[src/design/cmfs_pkg.sv]
// shared types and constants for the cube map face select pipeline
package cmfs_pkg;

    localparam int DIR_W   = 16;
    localparam int MAG_W   = 16;
    localparam int SGN_W   = DIR_W + 1;
    localparam int COORD_W = 17;
    localparam int FACE_W  = 3;

    // long division: 20 quotient bits, the top three always zero
    localparam int DIV_STEPS   = 20;
    localparam int DIV_STAGES  = 5;
    localparam int STAGE_STEPS = DIV_STEPS / DIV_STAGES;
    localparam int PRE_SHIFT   = DIV_STEPS - COORD_W + 2;
    localparam int FRAC_SHIFT  = 15;
    localparam int NUM_LANES   = 2;
    localparam int LANE_U      = 0;
    localparam int LANE_V      = 1;

    typedef enum logic [FACE_W-1:0] {
        FACE_POS_X = 3'd0,
        FACE_NEG_X = 3'd1,
        FACE_POS_Y = 3'd2,
        FACE_NEG_Y = 3'd3,
        FACE_POS_Z = 3'd4,
        FACE_NEG_Z = 3'd5
    } t_face;

    // item leaving the axis select stages
    typedef struct packed {
        logic               valid;
        t_face              face;
        logic               zero;
        logic [MAG_W-1:0]   mag;
        logic [COORD_W-1:0] num_u;
        logic [COORD_W-1:0] num_v;
    } t_axis_word;

    typedef struct packed {
        logic [MAG_W-1:0]     rem;
        logic [DIV_STEPS-1:0] dvd;
        logic [DIV_STEPS-1:0] quo;
    } t_div_lane;

    typedef struct packed {
        logic                        valid;
        t_face                       face;
        logic                        zero;
        logic [MAG_W-1:0]            mag;
        t_div_lane [NUM_LANES-1:0]   lane;
    } t_div_word;

endpackage

[src/design/cmfs_axis.sv]
// input capture, major axis select and numerator forming (three stages)
module cmfs_axis (
    input  logic                        i_clk,
    input  logic                        i_rst_n,
    input  logic                        i_valid,
    input  logic [cmfs_pkg::DIR_W-1:0]  i_dir_x,
    input  logic [cmfs_pkg::DIR_W-1:0]  i_dir_y,
    input  logic [cmfs_pkg::DIR_W-1:0]  i_dir_z,
    output cmfs_pkg::t_axis_word        o_word
);
    import cmfs_pkg::*;

    function automatic logic [SGN_W-1:0] sext(input logic [DIR_W-1:0] v);
        return {v[DIR_W-1], v};
    endfunction

    function automatic logic [SGN_W-1:0] sneg(input logic [DIR_W-1:0] v);
        return SGN_W'(0) - {v[DIR_W-1], v};
    endfunction

    function automatic logic [MAG_W-1:0] absv(input logic [DIR_W-1:0] v);
        return v[DIR_W-1] ? MAG_W'(~v + 1'b1) : MAG_W'(v);
    endfunction

    // stage 1: capture
    logic             r_v1;
    logic [DIR_W-1:0] r_x, r_y, r_z;

    always_ff @(posedge i_clk) begin
        if (!i_rst_n) begin
            r_v1 <= 1'b0;
        end else begin
            r_v1 <= i_valid;
        end
        r_x <= i_dir_x;
        r_y <= i_dir_y;
        r_z <= i_dir_z;
    end

    // stage 2: magnitudes, major axis, signed pair
    logic [MAG_W-1:0] ax, ay, az;
    logic             zero;
    t_face            n_face;
    logic [MAG_W-1:0] n_mag;
    logic [SGN_W-1:0] n_su, n_sv;

    always_comb begin
        ax   = absv(r_x);
        ay   = absv(r_y);
        az   = absv(r_z);
        zero = (ax == '0) && (ay == '0) && (az == '0);
        priority if (ax >= ay && ax >= az) begin
            n_mag = ax;
            if (!r_x[DIR_W-1]) begin
                n_face = FACE_POS_X; n_su = sneg(r_z); n_sv = sneg(r_y);
            end else begin
                n_face = FACE_NEG_X; n_su = sext(r_z); n_sv = sneg(r_y);
            end
        end else if (ay >= az) begin
            n_mag = ay;
            if (!r_y[DIR_W-1]) begin
                n_face = FACE_POS_Y; n_su = sext(r_x); n_sv = sext(r_z);
            end else begin
                n_face = FACE_NEG_Y; n_su = sext(r_x); n_sv = sneg(r_z);
            end
        end else begin
            n_mag = az;
            if (!r_z[DIR_W-1]) begin
                n_face = FACE_POS_Z; n_su = sext(r_x); n_sv = sneg(r_y);
            end else begin
                n_face = FACE_NEG_Z; n_su = sneg(r_x); n_sv = sneg(r_y);
            end
        end
        // zero vector: divisor 1 and numerator 1 give exactly one half
        if (zero) begin
            n_mag = MAG_W'(1);
        end
    end

    logic             r_v2;
    t_face            r_face;
    logic             r_zero;
    logic [MAG_W-1:0] r_mag;
    logic [SGN_W-1:0] r_su, r_sv;

    always_ff @(posedge i_clk) begin
        if (!i_rst_n) begin
            r_v2 <= 1'b0;
        end else begin
            r_v2 <= r_v1;
        end
        r_face <= n_face;
        r_zero <= zero;
        r_mag  <= n_mag;
        r_su   <= n_su;
        r_sv   <= n_sv;
    end

    // stage 3: numerators s + mag, always in 0 .. 2*mag
    logic [SGN_W:0] sum_u, sum_v;
    t_axis_word     n_word;

    always_comb begin
        sum_u        = {r_su[SGN_W-1], r_su} + {2'b00, r_mag};
        sum_v        = {r_sv[SGN_W-1], r_sv} + {2'b00, r_mag};
        n_word.valid = r_v2;
        n_word.face  = r_face;
        n_word.zero  = r_zero;
        n_word.mag   = r_mag;
        n_word.num_u = sum_u[COORD_W-1:0];
        n_word.num_v = sum_v[COORD_W-1:0];
    end

    always_ff @(posedge i_clk) begin
        if (!i_rst_n) begin
            o_word.valid <= 1'b0;
        end else begin
            o_word.valid <= n_word.valid;
        end
        o_word.face  <= n_word.face;
        o_word.zero  <= n_word.zero;
        o_word.mag   <= n_word.mag;
        o_word.num_u <= n_word.num_u;
        o_word.num_v <= n_word.num_v;
    end

endmodule

[src/design/cmfs_div.sv]
// pipelined restoring divider for both face coordinates, four steps per stage
module cmfs_div (
    input  logic                          i_clk,
    input  logic                          i_rst_n,
    input  cmfs_pkg::t_axis_word          i_word,
    output logic                          o_valid,
    output logic [cmfs_pkg::FACE_W-1:0]   o_face,
    output logic [cmfs_pkg::COORD_W-1:0]  o_coord_u,
    output logic [cmfs_pkg::COORD_W-1:0]  o_coord_v,
    output logic                          o_zero
);
    import cmfs_pkg::*;

    function automatic t_div_lane div_step(input t_div_lane l, input logic [MAG_W-1:0] d);
        logic [MAG_W:0] trial;
        t_div_lane      r;
        trial = {l.rem, l.dvd[DIV_STEPS-1]};
        r.dvd = {l.dvd[DIV_STEPS-2:0], 1'b0};
        if (trial >= {1'b0, d}) begin
            r.rem = MAG_W'(trial - {1'b0, d});
            r.quo = {l.quo[DIV_STEPS-2:0], 1'b1};
        end else begin
            r.rem = trial[MAG_W-1:0];
            r.quo = {l.quo[DIV_STEPS-2:0], 1'b0};
        end
        return r;
    endfunction

    t_div_word w_in;
    t_div_word r_stage [1:DIV_STAGES];

    // dividend is num << 15; high bits start the remainder, low bits shift in
    always_comb begin
        w_in.valid = i_word.valid;
        w_in.face  = i_word.face;
        w_in.zero  = i_word.zero;
        w_in.mag   = i_word.mag;
        w_in.lane[LANE_U].rem = MAG_W'(i_word.num_u[COORD_W-1:PRE_SHIFT]);
        w_in.lane[LANE_U].dvd = {i_word.num_u[PRE_SHIFT-1:0], FRAC_SHIFT'(0)};
        w_in.lane[LANE_U].quo = '0;
        w_in.lane[LANE_V].rem = MAG_W'(i_word.num_v[COORD_W-1:PRE_SHIFT]);
        w_in.lane[LANE_V].dvd = {i_word.num_v[PRE_SHIFT-1:0], FRAC_SHIFT'(0)};
        w_in.lane[LANE_V].quo = '0;
    end

    for (genvar st = 1; st <= DIV_STAGES; st++) begin : g_stage
        t_div_word stage_in;
        t_div_word n_word;

        if (st == 1) begin : g_first
            assign stage_in = w_in;
        end else begin : g_next
            assign stage_in = r_stage[st-1];
        end

        always_comb begin
            n_word = stage_in;
            for (int k = 0; k < STAGE_STEPS; k++) begin
                for (int l = 0; l < NUM_LANES; l++) begin
                    n_word.lane[l] = div_step(n_word.lane[l], n_word.mag);
                end
            end
        end

        always_ff @(posedge i_clk) begin
            if (!i_rst_n) begin
                r_stage[st].valid <= 1'b0;
            end else begin
                r_stage[st].valid <= n_word.valid;
            end
            r_stage[st].face <= n_word.face;
            r_stage[st].zero <= n_word.zero;
            r_stage[st].mag  <= n_word.mag;
            r_stage[st].lane <= n_word.lane;
        end
    end

    assign o_valid   = r_stage[DIV_STAGES].valid;
    assign o_face    = r_stage[DIV_STAGES].face;
    assign o_zero    = r_stage[DIV_STAGES].zero;
    assign o_coord_u = r_stage[DIV_STAGES].lane[LANE_U].quo[COORD_W-1:0];
    assign o_coord_v = r_stage[DIV_STAGES].lane[LANE_V].quo[COORD_W-1:0];

endmodule

[src/design/cube_map_face_select.sv]
// top level of the cube map face select pipeline
//
//  channel   ports                                     marker
//  command   i_dir_x i_dir_y i_dir_z                   start (taken when busy low)
//  result    o_face o_coord_u o_coord_v o_zero_vector  o_valid, one cycle each
//
// a new direction is taken every cycle; busy stays low
// each result passes through 3 axis/numerator stages,
// then 5 divider stages of 4 quotient bits each (20-step long division)
// synchronous active-low reset clears the valid bits of every stage
// results leave in command order and cannot be held off
module cube_map_face_select (
    input  logic                          i_clk,
    input  logic                          i_rst_n,
    input  logic                          start,
    output logic                          busy,
    input  logic [cmfs_pkg::DIR_W-1:0]    i_dir_x,
    input  logic [cmfs_pkg::DIR_W-1:0]    i_dir_y,
    input  logic [cmfs_pkg::DIR_W-1:0]    i_dir_z,
    output logic                          o_valid,
    output logic [cmfs_pkg::FACE_W-1:0]   o_face,
    output logic [cmfs_pkg::COORD_W-1:0]  o_coord_u,
    output logic [cmfs_pkg::COORD_W-1:0]  o_coord_v,
    output logic                          o_zero_vector
);
    import cmfs_pkg::*;

    t_axis_word axis_word;

    assign busy = 1'b0;

    cmfs_axis u_axis (
        .i_clk   (i_clk),
        .i_rst_n (i_rst_n),
        .i_valid (start & ~busy),
        .i_dir_x (i_dir_x),
        .i_dir_y (i_dir_y),
        .i_dir_z (i_dir_z),
        .o_word  (axis_word)
    );

    cmfs_div u_div (
        .i_clk     (i_clk),
        .i_rst_n   (i_rst_n),
        .i_word    (axis_word),
        .o_valid   (o_valid),
        .o_face    (o_face),
        .o_coord_u (o_coord_u),
        .o_coord_v (o_coord_v),
        .o_zero    (o_zero_vector)
    );

endmodule
[config.mk]
export PLATFORM = sky130hd
export DESIGN_NAME = cube_map_face_select
export DESIGN_NICKNAME = d
export VERILOG_FILES = /design/src/design/cmfs_pkg.sv /design/src/design/cmfs_axis.sv /design/src/design/cmfs_div.sv /design/src/design/cube_map_face_select.sv
export SDC_FILE = /design/constraint.sdc
export NUM_CORES = 2
export LEC_CHECK = 0
export ABC_CLOCK_PERIOD_IN_PS = 13000
export BUFFER_PORTS_ARGS = -buffer_cell sky130_fd_sc_hd__buf_2
export CELL_PAD_IN_SITES_DETAIL_PLACEMENT = 1
export CELL_PAD_IN_SITES_GLOBAL_PLACEMENT = 1
export CORE_MARGIN = 3
export CORE_UTILIZATION = 35
export DETAILED_ROUTE_END_ITERATION = 16
export GPL_ROUTABILITY_DRIVEN = 0
export HOLD_SLACK_MARGIN = 0.02
export PLACE_DENSITY = 0.67
export SKIP_LAST_GASP = 1
export SLEW_MARGIN = 20
export SYNTH_ARGS = -nofsm -noshare
export SYNTH_HDL_FRONTEND = slang
export SYNTH_SLANG_ARGS = --single-unit
[constraint.sdc]
create_clock -name i_clk -period 13 [get_ports i_clk]
set_input_delay 1.3 -clock i_clk [delete_from_list [all_inputs] [get_ports i_clk]]
set_output_delay 1.3 -clock i_clk [all_outputs]
set_load 0.01 [all_outputs]
==> results.yml <==
synthesis:
  synthTopCellsByArea: "dfxtp_1 20%, ha_1 18%, mux2_2 7.4%, xnor2_1 6.4%, a21oi_1 4.9%"
  ys.flop_type: "dfxtp_1"
  synth_top_cell_area_share: 0.195
  synth.most_common_cell: "ha_1"
  ys_types: 107
  synth.cells.most_frequent: "698 x ha_1, 469 x a21oi_1, 468 x dfxtp_1, 445 x nor2_1, 382 x nand2_1"
  synth_area_sq_mm: 0.0480
  synth_edf_count: 0
  synthArstFlopShare: 0
  synth_area_leader_cell: "dfxtp_1"
  avgSynthCellArea_sq_um: 8.24
  yosys_register_bits: 468
  yosysWarnings: 0
  ys_seq_area_frac: 0.195
  netlist_instances: 5831
  syn_nets: 6600
worst_setup_path:
  worstPathRequired_ns: 13.57
  crit_top_cell: "o21ai_0"
  worst_path_max_delay_cell: "o311ai_0"
  r2r_cells: 43
  critPathArrivalTime_ns: 12.52
  path_max_fanout: 25
  worst_setup_path_start_kind: "register"
  slowest_delay_ns: 0.63
  worstSetupEndpointType: "register"
  worst-setup-path-type: "register to register"
drt:
  drc: 0
  ant_nets: 0
  drt_wl_total_microns: 164000
  wl_per_cell_microns: 21.1
  dr.pass1.iters: 5
  drtIter0Drc: 2054
  vias: 43800
  viasPerCell: 5.63
global_routing:
  grt_usage: 0.225
  antenna_found_initial: 7
  grt_overflow: 0
  grt_pass1_wl_microns: 256000
  grt_max_degree: 38
  grt_pass1_vias: 45200
clock_network:
  cts_buffers: 59
  path_clk_slew_ns: 0.07
  clockRootBuffer: "clkbuf_16"
  clkSinkCount: 468
  clockBufferDepth: 3
  htreeDepth: 2
  post_cts_buffers: 0
  clk_latency_ns: 0.70
  cts_tree: "built"
floorplan:
  num_io_pins: 91
  fp.dieH_microns: 376
  initial_core_util: 0.354
  die_w_microns: 376
  coreArea_sq_mm: 0.136
  rows: 135
  die_area_sq_mm: 0.142
timing:
  fin_crit_sh: 0.919
  rsz0062_at_grt: "no"
  tightestPinTransition_ns: 1.06
  hold_viol_final: 0
  worst_hold_slack_ns: 0.323
  setup_viol: 0
  report.final.slew_viol_count: 0
  max-slew-margin-rel: 0.285
  clock_skew_ns: 0.0343
  finalCriticalPeriod_ns: 11.95
  clock.fmax_mhz: 83.7
  setup_tns_ns: 0
layout:
  nets: 6712
  fill_cells: 16400
  fin_cells: 7775
  drive_gt1_frac: 0.115
  regArea_sq_mm: 0.00937
  final_area_sq_mm: 0.0530
  syn2layout_area_growth_pct: 10.3
  multiInputGateArea_sq_mm: 0.0371
placement:
  post-place-cells: 7663
  dpl_cell_area_sq_mm: 0.0508
  port_buffers: 89
  dp_hpwl_microns: 131000
worst_hold_path:
  worstHoldPathCells: 0
  hp-class: "register to register"
flow_run:
  cap_violations: 0
outcome:
  status: "finished clean"
## worst max-delay path, delay by kind of cell (launching register included)
family | cells | cell delay (ns)
buf+inv | 3 | 0.63
compound gates | 24 | 6.08
fa+ha+maj | 4 | 1.37
flops | 1 | 0.56
mux | 2 | 0.89
simple gates | 10 | 2.28
## what timing repair did
item,in CTS,in global routing
hold buffers,0,0
setup endpoints to repair,0,15
hold endpoints to repair,0,0
gates resized for setup,0,1
## routing by layer
metal	global-route usage	vias to the layer above	routed length, microns
met3	0.0177	249	4690
met5	0	-	0
met2	0.414	656	81800
li1	-	21600	-
met1	0.278	21200	72200
met4	0.0696	0	5170
## metrics by stage
step,utilization,worst slack (ns)
5_1_grt,0.390,0.00710
3_5_place_dp,0.374,1.09
4_1_cts,0.390,1.02
2_1_floorplan,-,2.62
6_report,0.390,1.05
3_3_place_gp,0.374,1.43
## layout by cell type (no fill, tap or decap), types with 40 or more instances in the layout
master	n
a21o_1	188
mux2_2	317
xor2_1	193
buf_4	81
or3_1	63
mux2i_1	44
clkbuf_16	59
nor3_1	155
dfxtp_1	468
o21bai_1	67
nand4_1	91
nand2b_1	69
nand2_1	382
a211oi_1	44
xnor2_1	353
o31ai_1	55
nor2b_1	78
buf_2	89
o21ai_0	347
a21oi_1	469
nand3_1	117
ha_1	698
o21a_1	148
nor2_1	445
and2_1	48
o211ai_1	40
a31oi_1	52
inv_1	292
## final cells by class
| type | count | share of cell area |
|---|---|---|
| Multi-Input combinational cell | 4947 | 0.700 |
| Sequential cell | 468 | 0.177 |
| Tap cell | 1781 | 0.0421 |
| Clock buffer | 74 | 0.0308 |
| Inverter | 297 | 0.0211 |
| Timing Repair Buffer | 170 | 0.0199 |
| Clock inverter | 37 | 0.00926 |
| Antenna cell | 1 | 0.0000473 |
## cells by family (layout without fill, tap and decap cells)
group / after synthesis / in the layout / share of synthesized area
other cells: 1 / 2 / 0.0000781
xor+xnor: 546 / 546 / 0.0996
flops: 468 / 468 / 0.195
simple gates: 1618 / 1618 / 0.163
buf+inv: 416 / 578 / 0.0337
compound gates: 1663 / 1663 / 0.224
fa+ha+maj: 718 / 718 / 0.190
mux: 401 / 401 / 0.0934
## worst paths after layout
check | start | to | slack, ns
max | u_div.r_stage[0][230]$_DFF_P_ | u_div.r_stage[0][293]$_DFF_P_ | 1.05
min | u_div.r_stage[0][435]$_DFF_P_ | u_div.r_stage[0][564]$_DFF_P_ | 0.32
max reg2reg | u_div.r_stage[0][230]$_DFF_P_ | u_div.r_stage[0][293]$_DFF_P_ | 1.05
min reg2reg | u_div.r_stage[0][435]$_DFF_P_ | u_div.r_stage[0][564]$_DFF_P_ | 0.32
## state kept, by name (all words and copies together), names as in the netlist, 3 cells and up
signal         count
u_axis.r_x        16
u_axis.r_y        16
u_axis.r_su       17
u_axis.o_word     55
u_axis.r_mag      16
u_axis.r_face      3
u_div.r_stage    309
u_axis.r_z        16
u_axis.r_sv       17
Power is not shown: default switching activity piles up to over one toggle a cycle in this logic, so the estimate is an artifact.
